File: src/rtl/pcc_pkg.sv
// pcc_pkg: shared types, constants and helper functions of the progressive caesar codec
// no dependencies; used by pcc_cfg, pcc_front, pcc_drain and the top level through scoped names
package pcc_pkg;

	localparam int EOM_LEN = 7;

	localparam logic [7:0] CH_US = 8'h5F;
	localparam logic [7:0] CH_E  = 8'h45;
	localparam logic [7:0] CH_O  = 8'h4F;
	localparam logic [7:0] CH_M  = 8'h4D;

	localparam logic [1:0] REG_KEY  = 2'd0;
	localparam logic [1:0] REG_MODE = 2'd1;
	localparam logic [1:0] REG_CAP  = 2'd2;

	localparam logic [1:0] ST_OK     = 2'd0;
	localparam logic [1:0] ST_OVF    = 2'd1;
	localparam logic [1:0] ST_NOMARK = 2'd2;

	localparam logic MODE_ENC = 1'b0;

	typedef enum logic [1:0] {
		CODE_RAW = 2'd0,
		CODE_ENC = 2'd1,
		CODE_DEC = 2'd2
	} code_t;

	typedef struct packed {
		logic       mode;
		logic [4:0] s26;
		logic [3:0] s10;
	} cfg_t;

	// one accepted item's worth of output beats
	typedef struct packed {
		logic [7:0] ch;
		logic [2:0] nb;
		logic [2:0] pre;
		code_t      code;
		logic       fin;
		logic [1:0] status;
		logic       use_cnt;
	} bundle_t;

	function automatic logic [7:0] eom_at(input logic [2:0] idx);
		logic [7:0] b;
		case (idx) inside
			3'd0, 3'd1, 3'd5, 3'd6: b = CH_US;
			3'd2:                   b = CH_E;
			3'd3:                   b = CH_O;
			3'd4:                   b = CH_M;
			default:                b = 8'h00;
		endcase
		return b;
	endfunction

	// held bytes are the marker prefix of length fill, then ch; smallest shift that
	// leaves a marker prefix is the number of bytes let go
	function automatic logic [2:0] release_count(input logic [2:0] fill, input logic [7:0] ch);
		logic [2:0] r;
		logic       ok;
		r = fill + 3'd1;
		for (int s = EOM_LEN; s >= 1; s--) begin
			ok = (s <= int'(fill)) && (ch == eom_at(3'(int'(fill) - s)));
			for (int i = 0; i < EOM_LEN - 1; i++) begin
				if ((i + s < int'(fill)) && (eom_at(3'(i + s)) != eom_at(3'(i))))
					ok = 1'b0;
			end
			if (ok)
				r = 3'(s);
		end
		return r;
	endfunction

endpackage

File: src/rtl/pcc_cfg.sv
// pcc_cfg: configuration registers, key residues mod 26 and mod 10, clamped capacity
// depends on pcc_pkg
module pcc_cfg #(
	parameter int MAX_CAPACITY = 65535,
	parameter int CW = $clog2(MAX_CAPACITY + 1)
) (
	input  logic                clk,
	input  logic                arst_n,
	input  logic                cfg_valid,
	output logic                cfg_ready,
	input  logic [1:0]          cfg_index,
	input  logic [15:0]         cfg_data,
	output pcc_pkg::cfg_t       cfg,
	output logic [CW-1:0]       cap
);

	pcc_pkg::cfg_t cfg_q;
	logic [CW-1:0] cap_q;

	logic [15:0] u;
	logic [31:0] prod26;
	logic [31:0] prod10;
	logic [15:0] r26w;
	logic [15:0] r10w;
	logic [5:0]  t26;
	logic [4:0]  t10;
	logic [4:0]  s26_n;
	logic [3:0]  s10_n;
	logic        wr;

	assign cfg_ready = 1'b1;
	assign wr = cfg_valid & cfg_ready;

	// key + 32768 as unsigned, reciprocal multiply for the quotients
	assign u      = cfg_data ^ 16'h8000;
	assign prod26 = {16'd0, u} * 32'd20165;
	assign prod10 = {16'd0, u} * 32'd52429;
	assign r26w   = u - 16'(prod26[31:19]) * 16'd26;
	assign r10w   = u - 16'(prod10[31:19]) * 16'd10;
	// 32768 is 8 mod 26 and 8 mod 10
	assign t26    = {1'b0, r26w[4:0]} + 6'd18;
	assign t10    = {1'b0, r10w[3:0]} + 5'd2;
	assign s26_n  = (t26 >= 6'd26) ? 5'(t26 - 6'd26) : t26[4:0];
	assign s10_n  = (t10 >= 5'd10) ? 4'(t10 - 5'd10) : t10[3:0];

	always_ff @(posedge clk or negedge arst_n) begin
		if (!arst_n) begin
			cfg_q <= '0;
			cap_q <= CW'(MAX_CAPACITY);
		end else if (wr) begin
			unique case (cfg_index)
				pcc_pkg::REG_KEY: begin
					cfg_q.s26 <= s26_n;
					cfg_q.s10 <= s10_n;
				end
				pcc_pkg::REG_MODE: cfg_q.mode <= cfg_data[0];
				pcc_pkg::REG_CAP: begin
					cap_q <= (cfg_data > 16'(MAX_CAPACITY)) ? CW'(MAX_CAPACITY)
						: cfg_data[CW-1:0];
				end
				default: ;
			endcase
		end
	end

	assign cfg = cfg_q;
	assign cap = cap_q;

endmodule

File: src/rtl/pcc_front.sv
// pcc_front: per-string state and the decision what beats an accepted byte or end mark gives
// depends on pcc_pkg; feeds pcc_drain with at most one bundle per accepted item
module pcc_front #(
	parameter int CW = 16
) (
	input  logic               clk,
	input  logic               arst_n,
	input  logic               acc,
	input  logic [7:0]         ch_in,
	input  logic               end_mark,
	input  pcc_pkg::cfg_t      cfg,
	input  logic [CW-1:0]      cap,
	output logic               bnd_vld,
	output pcc_pkg::bundle_t   bnd
);

	logic [CW-1:0] wr_q, wr_n;
	logic          ovf_q, ovf_n;
	logic          mkr_q, mkr_n;
	logic [2:0]    fill_q, fill_n;

	logic          room_ok;
	logic          no_eom_room;
	logic [CW-1:0] room;
	logic [2:0]    rel;
	logic [2:0]    sent;

	assign room_ok     = ({1'b0, wr_q} + (CW+1)'(1)) < {1'b0, cap};
	assign no_eom_room = ({1'b0, wr_q} + (CW+1)'(pcc_pkg::EOM_LEN + 1)) > {1'b0, cap};
	assign room        = cap - wr_q - CW'(1);
	assign rel         = pcc_pkg::release_count(fill_q, ch_in);
	assign sent        = !room_ok ? 3'd0 : ((room < CW'(rel)) ? room[2:0] : rel);

	always_comb begin
		bnd     = '0;
		bnd_vld = 1'b0;
		wr_n    = wr_q;
		ovf_n   = ovf_q;
		mkr_n   = mkr_q;
		fill_n  = fill_q;
		if (acc) begin
			if (end_mark) begin
				bnd_vld = 1'b1;
				bnd.fin = 1'b1;
				wr_n    = '0;
				ovf_n   = 1'b0;
				mkr_n   = 1'b0;
				fill_n  = '0;
				if (cfg.mode == pcc_pkg::MODE_ENC) begin
					if (ovf_q || no_eom_room) begin
						bnd.status = pcc_pkg::ST_OVF;
					end else begin
						bnd.nb      = 3'(pcc_pkg::EOM_LEN);
						bnd.pre     = 3'(pcc_pkg::EOM_LEN);
						bnd.status  = pcc_pkg::ST_OK;
						bnd.use_cnt = 1'b1;
					end
				end else if (cap == '0) begin
					bnd.status = pcc_pkg::ST_OK;
				end else if (mkr_q) begin
					bnd.status  = pcc_pkg::ST_OK;
					bnd.use_cnt = 1'b1;
				end else begin
					bnd.status = pcc_pkg::ST_NOMARK;
				end
			end else if (cfg.mode == pcc_pkg::MODE_ENC) begin
				if (!ovf_q) begin
					if (!room_ok) begin
						ovf_n = 1'b1;
					end else begin
						bnd_vld  = 1'b1;
						bnd.nb   = 3'd1;
						bnd.code = pcc_pkg::CODE_ENC;
						bnd.ch   = ch_in;
						wr_n     = wr_q + CW'(1);
					end
				end
			end else if (!mkr_q) begin
				if (ch_in == pcc_pkg::eom_at(fill_q)) begin
					if (fill_q == 3'(pcc_pkg::EOM_LEN - 1)) begin
						mkr_n  = 1'b1;
						fill_n = '0;
					end else begin
						fill_n = fill_q + 3'd1;
					end
				end else begin
					fill_n   = fill_q + 3'd1 - rel;
					bnd_vld  = (sent != 3'd0);
					bnd.nb   = sent;
					bnd.pre  = (rel > fill_q) ? fill_q : rel;
					bnd.code = pcc_pkg::CODE_DEC;
					bnd.ch   = ch_in;
					wr_n     = wr_q + CW'(sent);
				end
			end
		end
	end

	always_ff @(posedge clk or negedge arst_n) begin
		if (!arst_n) begin
			wr_q   <= '0;
			ovf_q  <= 1'b0;
			mkr_q  <= 1'b0;
			fill_q <= '0;
		end else begin
			wr_q   <= wr_n;
			ovf_q  <= ovf_n;
			mkr_q  <= mkr_n;
			fill_q <= fill_n;
		end
	end

`ifndef NO_ASSERTIONS
	a_fill_range: assert property (@(posedge clk) disable iff (!arst_n)
		fill_q != 3'd7)
		else $error("lookahead fill out of range");
	a_mkr_empty: assert property (@(posedge clk) disable iff (!arst_n)
		mkr_q |-> fill_q == 3'd0)
		else $error("window not empty after marker");
`endif

endmodule

File: src/rtl/pcc_coder.sv
// pcc_coder: shifts one letter or digit by the key and position residues, either direction
// depends on nothing; used by pcc_drain
module pcc_coder (
	input  logic [7:0] ch_in,
	input  logic       dec,
	input  logic [4:0] s26,
	input  logic [3:0] s10,
	input  logic [4:0] pos26,
	input  logic [2:0] pos5,
	output logic [7:0] ch_out,
	output logic       alnum
);

	logic [5:0] a26w;
	logic [4:0] a10w;
	logic [4:0] a26;
	logic [3:0] a10;
	logic       is_up, is_lo, is_dig;
	logic [7:0] base;
	logic [4:0] off26;
	logic [3:0] off10;
	logic [5:0] t26;
	logic [4:0] t10;
	logic [4:0] r26;
	logic [3:0] r10;

	assign a26w = {1'b0, s26} + {1'b0, pos26};
	assign a10w = {1'b0, s10} + {1'b0, pos5, 1'b0};
	assign a26  = (a26w >= 6'd26) ? 5'(a26w - 6'd26) : a26w[4:0];
	assign a10  = (a10w >= 5'd10) ? 4'(a10w - 5'd10) : a10w[3:0];

	assign is_up  = (ch_in >= 8'd65) && (ch_in <= 8'd90);
	assign is_lo  = (ch_in >= 8'd97) && (ch_in <= 8'd122);
	assign is_dig = (ch_in >= 8'd48) && (ch_in <= 8'd57);
	assign base   = is_lo ? 8'd97 : 8'd65;
	assign off26  = 5'(ch_in - base);
	assign off10  = 4'(ch_in - 8'd48);

	assign t26 = dec ? ({1'b0, off26} + 6'd26 - {1'b0, a26}) : ({1'b0, off26} + {1'b0, a26});
	assign t10 = dec ? ({1'b0, off10} + 5'd10 - {1'b0, a10}) : ({1'b0, off10} + {1'b0, a10});
	assign r26 = (t26 >= 6'd26) ? 5'(t26 - 6'd26) : t26[4:0];
	assign r10 = (t10 >= 5'd10) ? 4'(t10 - 5'd10) : t10[3:0];

	always_comb begin
		if (is_up || is_lo)
			ch_out = base + {3'd0, r26};
		else if (is_dig)
			ch_out = 8'd48 + {4'd0, r10};
		else
			ch_out = ch_in;
	end

	assign alnum = is_up | is_lo | is_dig;

endmodule

File: src/rtl/pcc_drain.sv
// pcc_drain: result register holding one bundle, sent out one beat at a time
// depends on pcc_pkg and pcc_coder; owns the position residues and the alphanumeric coded-byte count
module pcc_drain #(
	parameter int CW = 16
) (
	input  logic               clk,
	input  logic               arst_n,
	input  pcc_pkg::cfg_t      cfg,
	input  logic               bnd_vld,
	input  pcc_pkg::bundle_t   bnd,
	output logic               load,
	output logic               m_tvalid,
	input  logic               m_tready,
	output logic [31:0]        m_tdata,
	output logic               m_tlast,
	output logic [0:0]         m_tuser
);

	logic             busy_q;
	logic [2:0]       idx_q;
	pcc_pkg::bundle_t desc_q;
	logic [4:0]       pos26_q;
	logic [2:0]       pos5_q;
	logic [CW-1:0]    alnum_q;

	logic [3:0] tot;
	logic       is_byte;
	logic       last_beat;
	logic       fire;
	logic       last_fire;
	logic       coded;
	logic [7:0] raw;
	logic [7:0] cod;
	logic       cod_alnum;
	logic [7:0] ch_o;
	logic [1:0] st_o;
	logic [15:0] cnt_o;

	assign tot       = {1'b0, desc_q.nb} + {3'd0, desc_q.fin};
	assign is_byte   = idx_q < desc_q.nb;
	assign last_beat = ({1'b0, idx_q} + 4'd1) == tot;
	assign fire      = busy_q & m_tready;
	assign last_fire = fire & last_beat;
	assign load      = !busy_q | last_fire;
	assign coded     = desc_q.code != pcc_pkg::CODE_RAW;
	assign raw       = (idx_q < desc_q.pre) ? pcc_pkg::eom_at(idx_q) : desc_q.ch;

	pcc_coder u_coder (
		.ch_in  (raw),
		.dec    (desc_q.code == pcc_pkg::CODE_DEC),
		.s26    (cfg.s26),
		.s10    (cfg.s10),
		.pos26  (pos26_q),
		.pos5   (pos5_q),
		.ch_out (cod),
		.alnum  (cod_alnum)
	);

	always_ff @(posedge clk or negedge arst_n) begin
		if (!arst_n) begin
			busy_q <= 1'b0;
			idx_q  <= '0;
		end else if (load) begin
			busy_q <= bnd_vld;
			idx_q  <= '0;
		end else if (fire) begin
			idx_q  <= idx_q + 3'd1;
		end
	end

	always_ff @(posedge clk) begin
		if (load)
			desc_q <= bnd;
	end

	// final beat closes the string
	always_ff @(posedge clk or negedge arst_n) begin
		if (!arst_n) begin
			pos26_q <= '0;
			pos5_q  <= '0;
			alnum_q <= '0;
		end else if (fire && !is_byte) begin
			pos26_q <= '0;
			pos5_q  <= '0;
			alnum_q <= '0;
		end else if (fire && coded) begin
			pos26_q <= (pos26_q == 5'd25) ? 5'd0 : pos26_q + 5'd1;
			pos5_q  <= (pos5_q == 3'd4) ? 3'd0 : pos5_q + 3'd1;
			alnum_q <= alnum_q + CW'(cod_alnum);
		end
	end

	assign ch_o  = !is_byte ? 8'd0 : (coded ? cod : raw);
	assign st_o  = is_byte ? pcc_pkg::ST_OK : desc_q.status;
	assign cnt_o = (!is_byte && desc_q.use_cnt) ? 16'(alnum_q) : 16'd0;

	assign m_tvalid = busy_q;
	assign m_tdata  = {6'd0, cnt_o, st_o, ch_o};
	assign m_tlast  = !is_byte;
	assign m_tuser  = is_byte;

`ifndef NO_ASSERTIONS
	a_nonempty: assert property (@(posedge clk) disable iff (!arst_n)
		busy_q |-> tot != 4'd0)
		else $error("empty bundle loaded");
	a_idx_range: assert property (@(posedge clk) disable iff (!arst_n)
		busy_q |-> {1'b0, idx_q} < tot)
		else $error("beat index past bundle");
	a_stall_hold: assert property (@(posedge clk) disable iff (!arst_n)
		busy_q && !m_tready |=> busy_q && $stable(idx_q))
		else $error("beat advanced while stalled");
	a_final_clear: assert property (@(posedge clk) disable iff (!arst_n)
		fire && !is_byte |=> pos26_q == 5'd0 && pos5_q == 3'd0 && alnum_q == '0)
		else $error("string state kept after final beat");
`endif

endmodule

File: src/rtl/progressive_caesar_codec.sv
// progressive_caesar_codec: top level of the byte-serial progressive caesar codec
// depends on pcc_pkg, pcc_cfg, pcc_front, pcc_drain (and pcc_coder below it)
//
//  channel   dir  handshake             payload
//  s_*       in   s_tvalid / s_tready   tdata char_in, tlast end_mark
//  m_*       out  m_tvalid / m_tready   tdata char_out status count, tuser has_char, tlast last
//  cfg_*     in   cfg_valid / cfg_ready cfg_index register, cfg_data value
//
// each accepted beat is decided combinationally and lands in a result register; its output
// beats (none, one, or up to eight) leave one per cycle from it while m_tready is high
// a new input beat is taken in the cycle the last pending output beat leaves, so plain
// bytes stream one per cycle unless stalled; s_tready stays low until an item's last beat goes
// reset clears all string state and sets key 0, mode encrypt, capacity at its maximum
// a stall on m_tready holds the current output beat and, on its last beat, the input side
module progressive_caesar_codec #(
	parameter int MAX_CAPACITY = 65535
) (
	input  logic        clk,
	input  logic        arst_n,
	input  logic        s_tvalid,
	output logic        s_tready,
	input  logic [7:0]  s_tdata,   // [7:0] char_in
	input  logic        s_tlast,
	output logic        m_tvalid,
	input  logic        m_tready,
	output logic [31:0] m_tdata,   // [7:0] char_out, [9:8] status, [25:10] count
	output logic        m_tlast,
	output logic [0:0]  m_tuser,   // [0] has_char
	input  logic        cfg_valid,
	output logic        cfg_ready,
	input  logic [1:0]  cfg_index,
	input  logic [15:0] cfg_data
);

	localparam int CW = $clog2(MAX_CAPACITY + 1);

	pcc_pkg::cfg_t    cfg;
	logic [CW-1:0]    cap;
	logic             bnd_vld;
	pcc_pkg::bundle_t bnd;
	logic             load;

	pcc_cfg #(
		.MAX_CAPACITY (MAX_CAPACITY),
		.CW           (CW)
	) u_cfg (
		.clk       (clk),
		.arst_n    (arst_n),
		.cfg_valid (cfg_valid),
		.cfg_ready (cfg_ready),
		.cfg_index (cfg_index),
		.cfg_data  (cfg_data),
		.cfg       (cfg),
		.cap       (cap)
	);

	pcc_front #(
		.CW (CW)
	) u_front (
		.clk      (clk),
		.arst_n   (arst_n),
		.acc      (s_tvalid & s_tready),
		.ch_in    (s_tdata),
		.end_mark (s_tlast),
		.cfg      (cfg),
		.cap      (cap),
		.bnd_vld  (bnd_vld),
		.bnd      (bnd)
	);

	pcc_drain #(
		.CW (CW)
	) u_drain (
		.clk      (clk),
		.arst_n   (arst_n),
		.cfg      (cfg),
		.bnd_vld  (bnd_vld),
		.bnd      (bnd),
		.load     (load),
		.m_tvalid (m_tvalid),
		.m_tready (m_tready),
		.m_tdata  (m_tdata),
		.m_tlast  (m_tlast),
		.m_tuser  (m_tuser)
	);

	assign s_tready = load;

endmodule
File: config.mk
export PLATFORM = sky130hd
export DESIGN_NAME = progressive_caesar_codec
export DESIGN_NICKNAME = d
export VERILOG_FILES = /design/src/rtl/pcc_pkg.sv /design/src/rtl/pcc_cfg.sv /design/src/rtl/pcc_front.sv /design/src/rtl/pcc_coder.sv /design/src/rtl/pcc_drain.sv /design/src/rtl/progressive_caesar_codec.sv
export SDC_FILE = /design/constraint.sdc
export NUM_CORES = 1
export LEC_CHECK = 0
export ABC_AREA = 1
export ABC_CLOCK_PERIOD_IN_PS = 7000
export BUFFER_PORTS_ARGS = -buffer_cell sky130_fd_sc_hd__buf_4
export CAP_MARGIN = 20
export CORE_AREA = 2 2 224 226
export CTS_CLUSTER_DIAMETER = 80
export CTS_CLUSTER_SIZE = 28
export DETAILED_ROUTE_END_ITERATION = 10
export DIE_AREA = 0 0 226 228
export RECOVER_POWER = 25
export SETUP_SLACK_MARGIN = 0.05
export SYNTH_ARGS = -nofsm -noshare
export SYNTH_HDL_FRONTEND = slang
export SYNTH_SLANG_ARGS = --single-unit
File: constraint.sdc
create_clock -name clk -period 7 [get_ports clk]
set_input_delay 0.7 -clock clk [delete_from_list [all_inputs] [get_ports clk]]
set_output_delay 0.7 -clock clk [all_outputs]
set_load 0.005 [all_outputs]
Yosys cells after proc, flatten, opt, wreduce, memory -nomap -nowiden
Index checks and enable logic that the tools add are counted.
{"block": "totals", "ff_bits": 95, "inputBits": 32, "wordCells": 370}
{"block": "op_classes", "add_sub_neg": 43, "n_mul": 4, "order_cmp": 31, "n_eq_ne": 73, "muxes": 139, "bitwise_logic": 8, "n_reduce_logical": 52}
{"cell": "two-way mux 7 bit", "count": 29}
{"cell": "two-way mux 16 bit", "count": 12}
{"cell": "two-way mux 8 bit", "count": 16}
{"cell": "== test 3 bit (second input constant)", "count": 28}
{"cell": "two-way mux 3 bit", "count": 22}
{"cell": "== test 3 x 2 -> 1 bit (second input constant)", "count": 18}
{"cell": "two-way mux 1 bit", "count": 36}
{"cell": "OR reduction 4 bit", "count": 9}
{"cell": "two-way mux 5 bit", "count": 7}
{"cell": "two-way mux 11 bit", "count": 3}
{"cell": "== test 8 x 7 -> 1 bit", "count": 4}
{"cell": "== test 8 bit", "count": 4}
{"cell": "multiplier 16 x 16 -> 32 bit (second input constant)", "count": 1}
{"cell": "multiplier 16 x 15 -> 31 bit (second input constant)", "count": 1}
{"cell": "two-way mux 6 bit", "count": 5}
{"cell": "== test 3 x 1 -> 1 bit (second input constant)", "count": 9}
{"cell": "logical NOT 3 bit", "count": 9}
{"cell": "greater-or-equal comparator 6 x 5 -> 1 bit (second input constant)", "count": 3}
{"cell": "adder 16 x 1 -> 17 bit (second input constant)", "count": 1}
{"cell": "adder 16 x 4 -> 17 bit (second input constant)", "count": 1}
{"cell": "greater-than comparator 17 x 16 -> 1 bit", "count": 1}
{"cell": "less-than comparator 17 x 16 -> 1 bit", "count": 1}
{"cell": "adder 16 x 1 -> 16 bit", "count": 1}
{"cell": "adder 16 x 1 -> 16 bit (second input constant)", "count": 1}
{"cell": "other kinds (63)", "count": 128}

Logic depth before layout (Yosys ltp)
Gate-level depths: netlist (run 1).
{"block": "depth", "ltp_word": 24, "depth_mapped": 41}

Hierarchy
From an unflattened synthesis (run 1), not the netlist that was laid out.
{"block": "unflattened", "hier_cells": 2508, "area_unflattened_um2": 18192.4}
{"module": "pcc_cfg", "n_inst": 1, "cells_per_inst": 973, "area_per_inst_um2": 8035.2, "seq_area_each_um2": 645.6}
{"module": "pcc_front", "n_inst": 1, "cells_per_inst": 841, "area_per_inst_um2": 5104.9, "seq_area_each_um2": 525.5}
{"module": "pcc_drain", "n_inst": 1, "cells_per_inst": 377, "area_per_inst_um2": 3014.1, "seq_area_each_um2": 1301.2}
{"module": "pcc_coder", "n_inst": 1, "cells_per_inst": 315, "area_per_inst_um2": 2030.7, "seq_area_each_um2": 0.0}
{"module": "progressive_caesar_codec", "n_inst": 1, "cells_per_inst": 2, "area_per_inst_um2": 7.5, "seq_area_each_um2": 0.0}

Worst setup path after synthesis (run 1)
No wires, ideal clock.
{"block": "synth_timing", "path_type": "input port to flip-flop", "start": "input cfg_data[5]", "end": "register, netlist name u_cfg.cfg[5]", "arrival_time_ps": 6468, "required_time_ps": 6935, "setup_slack_ps": 466, "path_stages": 33, "path_buffers": 0, "path_cell_list": "ha_1 > inv_1 > fa_1 > inv_1 > ha_1 > fa_1 > fa_1 > inv_1 > fa_1 > inv_1 > ha_1 > a21oi_1 > o21ai_0 > a21oi_1 > o21ai_0 > nand2_1 > o311ai_0 > xor2_1 > ha_1 > inv_1 > ha_1 > a21oi_1 > o21ai_0 > xor2_1 > nand3b_1 > nand2_1 > nand3b_1 > nand3_1 > nor2_1 > nand2_1 > nand2_1 > nand2_1 > nand2_1"}
{"block": "synth_between", "elab_chain_cells": 6, "elab_cells_between_ends": 7, "cone_classes": "add/sub: 3; mul: 2; order compare: 1; mux: 1"}
{"element": "start, declared", "line_no": "progressive_caesar_codec.sv:32", "rtl": "input logic [15:0] cfg_data"}
{"element": "multiplier 16 x 15 -> 31 bit *", "line_no": "pcc_cfg.sv:36", "rtl": "assign prod26 = {16'd0, u} * 32'd20165;"}
{"element": "multiplier 12 x 4 -> 4 bit *", "line_no": "pcc_cfg.sv:38", "rtl": "assign r26w = u - 16'(prod26[31:19]) * 16'd26;"}
{"element": "subtractor 5 bit *", "line_no": "pcc_cfg.sv:38"}
{"element": "adder 5 x 5 -> 6 bit *", "line_no": "pcc_cfg.sv:41", "rtl": "assign t26 = {1'b0, r26w[4:0]} + 6'd18;"}
{"element": "subtractor 5 bit or greater-or-equal comparator 6 x 5 -> 1 bit (tied branches)", "line_no": "pcc_cfg.sv:43", "rtl": "assign s26_n = (t26 >= 6'd26) ? 5'(t26 - 6'd26) : t26[4:0];"}
{"element": "two-way mux 5 bit *", "line_no": "pcc_cfg.sv:43"}
Every way passes the cells marked *; elsewhere a longest branch is shown, timed or not.
A chain may end at the register's enable or synchronous reset.

Worst setup path in the final report (run 1)
{"block": "layout_timing", "start": "input cfg_data[4]", "end": "register, netlist name u_cfg.cfg[1]"}
{"block": "layout_between", "elab_chain_cells": 6, "elab_cells_between_ends": 7, "cone_classes": "add/sub: 3; mul: 2; order compare: 1; mux: 1"}
{"element": "multiplier 16 x 16 -> 32 bit *", "line_no": "pcc_cfg.sv:37", "rtl": "assign prod10 = {16'd0, u} * 32'd52429;"}
{"element": "multiplier 13 x 3 -> 3 bit *", "line_no": "pcc_cfg.sv:39", "rtl": "assign r10w = u - 16'(prod10[31:19]) * 16'd10;"}
{"element": "subtractor 4 bit *", "line_no": "pcc_cfg.sv:39"}
{"element": "adder 4 x 2 -> 5 bit *", "line_no": "pcc_cfg.sv:42", "rtl": "assign t10 = {1'b0, r10w[3:0]} + 5'd2;"}
{"element": "subtractor 4 bit or greater-or-equal comparator 5 x 4 -> 1 bit (tied branches)", "line_no": "pcc_cfg.sv:44", "rtl": "assign s10_n = (t10 >= 5'd10) ? 4'(t10 - 5'd10) : t10[3:0];"}
{"element": "two-way mux 4 bit *", "line_no": "pcc_cfg.sv:44"}
Marks and branches as above.

==> key figures, run 1 <==
GRT
  – Busiest grt layer: met2
  – GR Util met2: 0.307
  – First-pass GRT wire length: 73800 um
  – Initial antenna violation count: 0
  – GRT overflow: 0
  – Met3 usage: 0.0180
  – Largest net degree at the start of global routing: 74
  – All-Layer GR Usage: 0.177
  – Vias in the first global route: 14400
  – Grt met1 use: 0.238

Finish
  – P&R area growth vs syn: 11.8%
  – Layout cells sized above 1: 0.103
  – Nets: 2805
  – Inserted Diodes: 0
  – Fill cell count: 5096

Clock tree
  – H-tree levels: 3
  – Clock buffer depth: 2
  – Clk slew on worst S/H paths: 0.08 ns
  – Worst-Skew Late Latency: 0.37 ns
  – Post-CTS Setup Inserts: 0
  – TritonCTS Sinks: 94
  – CTS tree: built
  – Root Driver: clkbuf_16
  – Total CTS buffers: 9

Placement
  – Number of I/O port buffers: 61
  – Final Wtd Congestion: 0.939
  – Hpwl dp: 37900 um

STA
  – Peak Freq: 151 MHz
  – Slew margin rel.: -0.965
  – Final setup vio count: 0
  – Final TNS setup: 0 ns
  – Crit path time final: 6.64 ns
  – Clock skew: 0.0179 ns
  – Slew Viols, Final: 52
  – Slew @ Worst Pin: 2.95 ns
  – Fin crit share: 0.948
  – Final Hold Viols: 0
  – RSZ-0062 raised after global routing: yes

Floorplan
  – Row count: 82
  – Initial core utilization: 0.345
  – Io pins: 69
  – Die Ht: 228 um
  – Die Wd: 226 um
  – Core Region: 49300 um^2
  – Die Area: 51500 um^2

Job
  – Max-Cap Viols: 1

Min path
  – Worst Hold Class: input port to asynchronous set/reset pin

Worst setup path
  – Slowest-stage cell, CP: a2111oi_0
  – Critical path type: input port to flip-flop
  – CP arrival: 6.89 ns
  – CP peak stage delay: 0.64 ns
  – Crit start category: input port
  – Worst-path maximum fanout: 9
  – Crit path top cell by count: ha_1
  – Crit end category: flip-flop
  – CP Data Required Time: 7.25 ns

Logic synthesis
  – Cells after Synth: 2223
  – Post-synthesis async set-or-reset flop share: 0.787
  – Distinct cells, synth: 71
  – Yosys Warn Count: 0
  – Ys flop type: dfrtp_1
  – Synthesized area: 17000 um^2
  – Seq cells post-synth: 94
  – Number of flops mapped to enable cells by yosys: 20
  – Seq/Total Area, Yosys: 0.145
  – Avg Inst Size Synth: 7.66 um^2

Routing
  – Post-Route WL: 44600 um
  – Drt first-iter violations: 837
  – ANT nets after route: 0
  – Initial DRT Pass Iterations: 5
  – Routed vias: 14500
  – Vias per cell: 4.81
  – Avg WL per Cell: 14.8 um
  – DRC viols: 0

Outcome
  – Failing checks: capacitance limit, slew limit
  – Run status: complete, but fails checks
-- logic make-up (layout without fill, tap and decap cells) --
kind of cell,count (synthesis),in the layout,synth area share
simple gates,759,759,0.201
fa+ha+maj,433,433,0.377
xor+xnor,96,96,0.0494
buf+inv,505,622,0.114
other cells,2,7,0.000441
flops,94,94,0.145
compound gates,331,331,0.111
mux,3,3,0.00184
-- repair_timing --
item | in CTS | in global routing
endpoints found under the setup margin | 0 | 6
gates resized for setup | 0 | 18
endpoints found under the hold margin | 0 | 0
hold buffers | 0 | 0
-- flip-flops by register name, indices dropped and copies added (netlist names) --
| register | flops |
|---|---|
| u_drain.m_tvalid | 1 |
| u_front.mkr_q | 1 |
| u_drain.alnum_q | 16 |
| u_cfg.cfg | 9 |
| u_drain.pos26_q | 5 |
| u_front.fill_q | 3 |
| u_drain.desc_q | 20 |
| u_front.ovf_q | 1 |
| u_front.wr_q | 16 |
| u_drain.pos5_q | 3 |
| u_cfg.cap | 16 |
| u_drain.idx_q | 3 |
-- critical path: cells and delay by family --
family,cells,cell delay [ns]
adders and majority gates,9,3.39
xor gates and xnor gates,1,0.18
buffers and inverters,7,0.69
and+or+nand+nor,8,0.73
AOI/OAI and AO/OA,4,1.20
-- layout by cell type, fill, tap and decap left out, drive strengths merged, types with 35 or more instances in the layout --
cell type | Yosys | routed
a21oi | 136 | 136
buf | 15 | 122
dfrtp | 58 | 58
fa | 133 | 133
ha | 300 | 300
inv | 475 | 478
nand2 | 382 | 382
nand3 | 108 | 108
nand4 | 35 | 35
nor2 | 162 | 162
nor3 | 35 | 35
o21ai | 128 | 128
xor2 | 64 | 64
-- stage by stage --
step | hold slack (ns) | setup slack (ns) | cells | util | area (um^2)
6_report | 0.101 | 0.364 | 3017 | 0.386 | 19000
5_1_grt | 0.0999 | -0.0354 | 3017 | 0.386 | 19000
4_1_cts | 0.0773 | 0.273 | 3016 | 0.385 | 19000
3_5_place_dp | 0.490 | -0.107 | 3000 | 0.379 | 18700
3_3_place_gp | 0.490 | -0.0114 | 3000 | 0.379 | 18700
2_1_floorplan | 0.404 | 0.466 | 2228 | - | 17100
-- worst paths after layout --
| check | start | endpoint | slack, ns | cells after the start |
|---|---|---|---|---|
| setup / recovery | cfg_data[4] | u_cfg.cfg[1]$_DFFE_PN0P_ | 0.36 | 29 |
| hold / removal | arst_n | u_front.fill_q[2]$_DFFE_PN0P_ | 0.10 | 1 |
| setup reg to reg | u_front.fill_q[1]$_DFFE_PN0P_ | u_front.wr_q[6]$_DFFE_PN0P_ | 0.78 | 34 |
| hold reg to reg | u_cfg.cfg[3]$_DFFE_PN0P_ | u_cfg.cfg[3]$_DFFE_PN0P_ | 0.50 | 2 |
| max in group asynchronous | arst_n | u_drain.alnum_q[3]$_DFFE_PN0P_ | 2.83 | 3 |
| min in group clk | u_cfg.cfg[3]$_DFFE_PN0P_ | u_cfg.cfg[3]$_DFFE_PN0P_ | 0.50 | 2 |
-- Yosys cell counts, types with 7 or more instances --
master	count	share of area
a211oi_1	7	0.0031
nand2_1	371	0.082
dfstp_2	16	0.025
a21o_1	10	0.0044
clkbuf_1	8	0.0018
a21oi_1	136	0.040
a31oi_1	8	0.0029
o21bai_1	8	0.0035
inv_2	13	0.0029
xnor2_1	32	0.016
o21ai_2	8	0.0041
o21ai_0	112	0.033
o21ai_1	8	0.0024
nor3_1	29	0.0085
buf_4	9	0.0040
xor2_1	64	0.033
nand3b_1	8	0.0035
inv_1	460	0.10
edfxtp_1	20	0.035
nor2_1	150	0.033
o211ai_1	7	0.0031
nand4_1	35	0.013
nand3_1	103	0.030
dfrtp_1	58	0.085
nand2_2	10	0.0037
fa_1	133	0.16
ha_1	300	0.22
nor4_1	8	0.0029
-- per-layer routing --
metal / share of wire / up-vias / wire [um]
li1: - / 7368 / -
met4: 0.019 / 0 / 841
met2: 0.48 / 220 / 21500
met3: 0.029 / 44 / 1280
met1: 0.47 / 6885 / 21000
met5: 0 / - / 0
-- layout make-up --
cell class	instances	area [um^2]	share of cell area
multi-input cells	1629	12700	0.667
flip-flops and latches	94	2470	0.130
inverters	481	1820	0.0953
repair buffers	125	927	0.0487
well taps	672	841	0.0441
clock buffers	9	225	0.0118
clock inverters	7	67.6	0.00355
Power of run 1 is left out: the tool's default activity adds up to more than one toggle a clock period on the data nets, which glitch-free logic cannot reach.
==> run 2: changes to the inputs <==
Settings changed: CORE_AREA 2 2 224 226 to 2 2 205 207, DIE_AREA 0 0 226 228 to 0 0 207 209, SYNTH_HIERARCHICAL set to 1.
==> run 2 against run 1 <==
The flow still finishes with violations (capacitance limit, slew limit); first-iteration DRC count is 2.5% higher; via count is 10% higher; design area is 4.8% higher; area after synthesis is 6.8% higher; count of clock-buffer cells in the layout is 2 higher; final cell count is 4.6% higher; register-to-register slack better by 0.24 ns; critical path depth is 8 higher; setup slack better by 0.058 ns; sequential cell count stayed put; global-route usage is 4.9 points higher.
==> key figures, run 2 <==
Outcome
  – Failing checks: capacitance limit, slew limit
  – Run status: complete, but fails checks

Routing
  – Initial DRT Pass Iterations: 9 (+4)
  – DRC viols: 0 (unchanged)
  – Routed vias: 16000 (+10%)
  – ANT nets after route: 0 (unchanged)
  – Drt first-iter violations: 858 (+2.5%)
  – Avg WL per Cell: 15.2 um (+3.2%)
  – Vias per cell: 5.07 (+5.4%)
  – Post-Route WL: 48100 um (+8.0%)

Worst setup path
  – CP peak stage delay: 0.55 ns (-0.09 ns)
  – Reg2reg path depth: 34 (unchanged)
  – Worst reg2reg setup slack: 1.02 ns (+0.24 ns)
  – Critical Path Start: cfg_data[4]
  – Slowest-stage cell, CP: fa_1
  – Critical path type: input port to flip-flop
  – R2R Path Start: u_front/fill_q[2]$_DFFE_PN0P_
  – CP arrival: 6.83 ns (-0.06 ns)
  – Crit start category: input port
  – Crit path top cell by count: nand2_1
  – Crit end category: flip-flop
  – Worst-path maximum fanout: 11 (+2)
  – CP Data Required Time: 7.26 ns (about the same)

STA
  – Peak Freq: 152 MHz (+0.89%)
  – Fin Hold WS: 0.351 ns (+0.250 ns)
  – RSZ-0062 raised after global routing: yes
  – Final setup vio count: 0 (unchanged)
  – Fin crit share: 0.940 (-0.00835)
  – Slew Viols, Final: 64 (+23%)
  – Crit path time final: 6.58 ns (-0.0584 ns)
  – Slew margin rel.: -1.40 (-0.430)
  – Worst setup margin: 0.423 ns (+0.0584 ns)
  – Clock skew: 0.0101 ns (-0.00780 ns)
  – Slew @ Worst Pin: 3.59 ns (+0.646 ns)
  – Final Hold Viols: 0 (unchanged)

Floorplan
  – Io pins: 69 (unchanged)
  – Die Ht: 209 um (-8.3%)
  – Initial core utilization: 0.441 (+0.0955)
  – Row count: 75 (-8.5%)
  – Die Area: 43300 um^2 (-16%)
  – Core Region: 41300 um^2 (-16%)
  – Die Wd: 207 um (-8.4%)

Logic synthesis
  – Yosys top cell area share: 0.204 (-0.0161)
  – Distinct cells, synth: 69 (-2.8%)
  – Cell accounting for the most synthesized area: ha_1
  – Number of flops mapped to enable cells by yosys: 20 (unchanged)
  – Synthesized area: 18200 um^2 (+6.8%)
  – Avg Inst Size Synth: 7.25 um^2 (-5.3%)
  – Seq cells post-synth: 94 (unchanged)
  – Cells after Synth: 2508 (+13%)
  – Most frequent cell after synthesis: nand2_1
  – Ys flop type: dfrtp_1
  – Post-synthesis async set-or-reset flop share: 0.787 (unchanged)
  – Seq/Total Area, Yosys: 0.136 (-0.00925)
  – Yosys Warn Count: 6 (+6)
  – Synth area leaders: ha_1 20%, fa_1 15%, nand2_1 11%
  – Synth top cells by count: 552 x nand2_1, 527 x inv_1, 297 x ha_1

Finish
  – Layout cells sized above 1: 0.113 (+0.0103)
  – Inserted Diodes: 0 (unchanged)
  – Most flops, register: u_drain/desc_q
  – Fin util: 0.484 (+0.0975)
  – Commonest non-fill, non-tap cells in the layout: 551 x nand2_1, 526 x inv_1, 293 x ha_1, 160 x nor2_1, 154 x nand3_1
  – Max reg flops: 20 (unchanged)
  – Nets: 3075 (+9.6%)
  – Most common cell after layout, fill and taps aside: nand2_1
  – P&R area growth vs syn: 9.74%

GRT
  – Busiest grt layer: met2
  – GR Util met2: 0.399 (+0.0926)
  – Met3 usage: 0.0216 (+0.00361)
  – GRT overflow: 0 (unchanged)
  – Grt met1 use: 0.295 (+0.0573)
  – Initial antenna violation count: 0 (unchanged)
  – Vias in the first global route: 16000 (+11%)
  – All-Layer GR Usage: 0.226 (+0.0487)
  – First-pass GRT wire length: 79800 um (+8.2%)
  – Largest net degree at the start of global routing: 64 (-14%)

Clock tree
  – CTS tree: built
  – Post-CTS Setup Inserts: 0 (unchanged)
  – Worst-Skew Late Latency: 0.37 ns (about the same)
  – Root Driver: clkbuf_16
  – TritonCTS Sinks: 94 (unchanged)
  – # hold bufs at CTS: 0 (unchanged)
  – Clk slew on worst S/H paths: 0.07 ns (about the same)
  – Total CTS buffers: 9 (unchanged)
  – H-tree levels: 3 (unchanged)
  – Clock buffer depth: 2 (unchanged)
  – Post_cts resized: 0 (unchanged)

Placement
  – Number of I/O port buffers: 61 (unchanged)
  – Pre-CTS setup slack: -0.0756 ns (+0.0311 ns)
  – Hpwl dp: 41000 um (+8.0%)
  – Final Wtd Congestion: 0.937 (-0.23%)

Min path
  – Worst Hold Class: input port to asynchronous set/reset pin

Job
  – Max-Cap Viols: 1 (unchanged)
[run 2: cell types whose count changed in the layout (fill, tap and decap cells not counted), moves of 18 or more]
cell     previous run  this run
a21oi_1           130       101
inv_1             460       526
nand3_1           102       154
xnor2_1            32        14
nand2_1           370       551
o21ai_0           109        86
[run 2: path summary, 6_finish.rpt]
check,endpoint
max in group asynchronous,u_front/mkr_q$_DFFE_PN0P_
worst min-delay path,u_drain/alnum_q[10]$_DFFE_PN0P_
worst max-delay path,u_cfg/cfg[5]$_DFFE_PN0P_
min in group clk,u_cfg/cfg[6]$_DFFE_PN0P_
worst max register to register,u_front/wr_q[14]$_DFFE_PN0P_
worst min register to register,u_cfg/cfg[6]$_DFFE_PN0P_
[run 2: area by class of cell]
type	count	area, um^2
fillers	4158	21300
multi-input cells	1834	13600
flip-flops and latches	94	2470
inverters	557	2100
repair buffers	117	863
well taps	539	674
clock buffers	11	254
clock inverters	5	41.3
[run 2: stage by stage]
stage	setup TNS, ns	area, um^2	std cells
2_1_floorplan	0	18200	2513
3_3_place_gp	-0.106	19600	3141
3_5_place_dp	-0.159	19600	3141
4_1_cts	0	19900	3157
5_1_grt	0	20000	3157
6_report	0	20000	3157
[run 2: critical path, delay by kind of cell]
| family | cells | cell delay [ns] |
|---|---|---|
| adders and majority gates | 9 | 3.51 |
| and+or+nand+nor | 12 | 0.81 |
| AOI/OAI and AO/OA | 5 | 0.75 |
| buffers and inverters | 9 | 0.72 |
| xor gates and xnor gates | 2 | 0.35 |
[run 2: cell families (layout without fill, tap and decap cells)]
family          after synthesis  in the layout  synth area share
other cells                   2              7          0.000413
simple gates               1030           1030             0.255
flops                        94             94             0.136
fa+ha+maj                   430            430             0.351
mux                           7              7           0.00426
xor+xnor                     74             74            0.0356
buf+inv                     585            690             0.125
compound gates              286            286            0.0936
[run 2: per-layer routing]
metal / share of wire / up-vias / wire length [um]
met5: 0 / - / 0
met2: 0.48 / 296 / 23200
li1: - / 8145 / -
met3: 0.036 / 60 / 1720
met1: 0.46 / 7505 / 22100
met4: 0.023 / 0 / 1120
Power of run 2 is left out for the same reason.
==> run 3: changes to the inputs <==
Settings changed: CORE_AREA 2 2 205 207 to 2 2 185 187, DIE_AREA 0 0 207 209 to 0 0 187 189, PLACE_DENSITY set to 0.72.
==> run 3 against run 2 <==
The flow still finishes with violations (capacitance limit, slew limit); clock skew increased by 0.0019 ns; register-to-register slack worse by 0.11 ns; critical path depth shrank 7; design area fell by 0.35%; setup slack worse by 0.026 ns; sequential share of layout area barely moved; non-clock buffer count shrank 7; fmax is 0.40% lower; wire length decreased by 1.1%; first-iteration DRC count rose by 23%; core utilization grew 11 points; global-route usage is 4.7 points higher.
==> key figures, run 3 (synthesized netlist as in run 2, its figures left out) <==
Outcome
  – Run status: complete, but fails checks
  – Failing checks: capacitance limit, slew limit

Routing
  – ANT nets after route: 0 (unchanged)
  – Drt first-iter violations: 1059 (+23%)
  – Metal2 WL: 23100 um (-0.36%)
  – Routed vias: 16300 (+1.7%)
  – DR top layer: met4
  – DR WL met3: 1710 um (-0.93%)
  – Avg WL per Cell: 15.6 um (+2.0%)
  – Met1 WL: 21400 um (-3.1%)
  – Initial DRT Pass Iterations: 7 (-2)
  – Post-Route WL: 47600 um (-1.1%)
  – Vias per cell: 5.32 (+5.0%)
  – DRC viols: 0 (unchanged)

GRT
  – First-pass GRT wire length: 78400 um (-1.8%)
  – GRT overflow: 0 (unchanged)
  – Initial antenna violation count: 0 (unchanged)
  – Largest net degree at the start of global routing: 53 (-17%)
  – Vias in the first global route: 16000 (-0.22%)
  – All-Layer GR Usage: 0.273 (+0.0467)

Clock tree
  – TritonCTS Sinks: 94 (unchanged)
  – Root Driver: clkbuf_16
  – Clock buffer depth: 2 (unchanged)
  – Worst-Skew Late Latency: 0.36 ns (about the same)
  – Clk slew on worst S/H paths: 0.07 ns (about the same)
  – CTS tree: built
  – H-tree levels: 3 (unchanged)
  – Total CTS buffers: 9 (unchanged)

Worst setup path
  – Crit start category: input port
  – Worst Setup EP: u_cfg/cfg[8]$_DFFE_PN0P_
  – CP delay by family, top: adder cells
  – Crit Reg-Reg Endpoint: u_front/wr_q[12]$_DFFE_PN0P_
  – Slowest-stage cell, CP: fa_1
  – Worst reg2reg setup slack: 0.91 ns (-0.11 ns)
  – R2R Path Start: u_front/fill_q[1]$_DFFE_PN0P_
  – Buf/Inv on CP: 7 (-2)
  – Critical Path Start: cfg_data[5]
  – Worst-path maximum fanout: 7 (-4)
  – Critical path depth: 30 (-19%)
  – Crit path top cell by count: fa_1
  – CP Data Required Time: 7.25 ns (about the same)
  – CP peak stage delay: 0.56 ns (about the same)
  – Reg2reg path depth: 35 (+2.9%)
  – Crit end category: flip-flop
  – Critical path type: input port to flip-flop
  – CP arrival: 6.85 ns (+0.02 ns)

STA
  – Fin crit share: 0.943 (+0.00378)
  – Crit path time final: 6.60 ns (+0.0264 ns)
  – Clock skew: 0.0120 ns (+0.00187 ns)
  – Final setup vio count: 0 (unchanged)
  – Slew Viols, Final: 53 (-17%)
  – Slew @ Worst Pin: 2.86 ns (-0.730 ns)
  – Fin Hold WS: 0.513 ns (+0.162 ns)
  – Slew margin rel.: -0.909 (+0.487)
  – Final Hold Viols: 0 (unchanged)
  – Peak Freq: 151 MHz (-0.40%)
  – RSZ-0062 raised after global routing: yes

Finish
  – Nets: 3068 (-0.23%)
  – Inserted Diodes: 0 (unchanged)
  – P&R area growth vs syn: 9.35%
  – Commonest non-fill, non-tap cells in the layout: 549 x nand2_1, 526 x inv_1, 286 x ha_1, 160 x nor2_1, 153 x nand3_1
  – Fill cell count: 3092 (-26%)
  – Most common cell after layout, fill and taps aside: nand2_1
  – Finished Layout Cells: 3059 (-3.1%)
  – Layout cells sized above 1: 0.116 (+0.00260)
  – Most flops, register: u_drain/desc_q
  – Max reg flops: 20 (unchanged)

Min path
  – Worst Hold Class: flip-flop to flip-flop
  – Hold Startpoint: u_cfg/cfg[1]$_DFFE_PN0P_

Floorplan
  – Row count: 67 (-11%)
  – Die Ht: 189 um (-9.6%)
  – Initial core utilization: 0.547 (+0.106)
  – Die Wd: 187 um (-9.7%)
  – Die Area: 35300 um^2 (-18%)
  – Io pins: 69 (unchanged)
  – Core Region: 33300 um^2 (-19%)

Placement
  – Placed Cells: 3040 (-3.2%)
  – Hpwl dp: 40100 um (-2.1%)
  – Final Wtd Congestion: 0.978 (+4.3%)
  – Number of I/O port buffers: 61 (unchanged)

Job
  – Max-Cap Viols: 1 (unchanged)
run 3: worst min-delay path by stage:
stage,endpoint,slack [ns],depth (start not counted)
floorplan,u_cfg/cfg[1]$_DFFE_PN0P_,0.40,0
global placement,u_cfg/cap[1]$_DFFE_PN1P_,0.50,2
detailed placement,u_cfg/cfg[1]$_DFFE_PN0P_,0.50,2
CTS,u_drain/pos26_q[4]$_DFFE_PN0P_,0.22,1
global route,u_cfg/cap[10]$_DFFE_PN1P_,0.53,2
finish,u_cfg/cfg[1]$_DFFE_PN0P_,0.51,2
run 3: area by class of cell:
class	count	area, um^2	share of cell area
clock inverters	7	63.8	0.00321
repair buffers	110	830	0.0417
inverters	557	2100	0.106
well taps	448	561	0.0282
clock buffers	9	225	0.0113
flip-flops and latches	94	2470	0.124
multi-input cells	1834	13600	0.686
run 3: tightest hold or removal path, delay by kind of cell, from the launching register on:
kind / cells / cell delay (ns)
and+or+nand+nor: 2 / 0.12
DFF: 1 / 0.37
run 3: metal layers:
| metal | vias to the layer above | global-route usage |
|---|---|---|
| li1 | 8130 | - |
| met3 | 80 | 0.0315 |
| met5 | - | 0 |
| met2 | 366 | 0.484 |
| met4 | 0 | 0.0781 |
| met1 | 7705 | 0.350 |
run 3: timing repair:
action | in CTS | in global routing
setup buffers | 0 | 3
gates resized for setup | 0 | 30
hold buffers | 0 | 0
setup endpoints to repair | 0 | 6
run 3: through the flow:
stage | utilization | instance area [um^2] | setup TNS [ns] | setup slack [ns]
detailed placement | 0.583 | 19400 | -0.313 | -0.119
floorplan | - | 18200 | 0 | 0.377
global placement | 0.583 | 19400 | -0.0838 | -0.0441
CTS | 0.592 | 19700 | 0 | 0.237
finish | 0.598 | 19900 | 0 | 0.396
global route | 0.598 | 19900 | -0.155 | -0.0977
Power of run 3 is left out for the same reason.
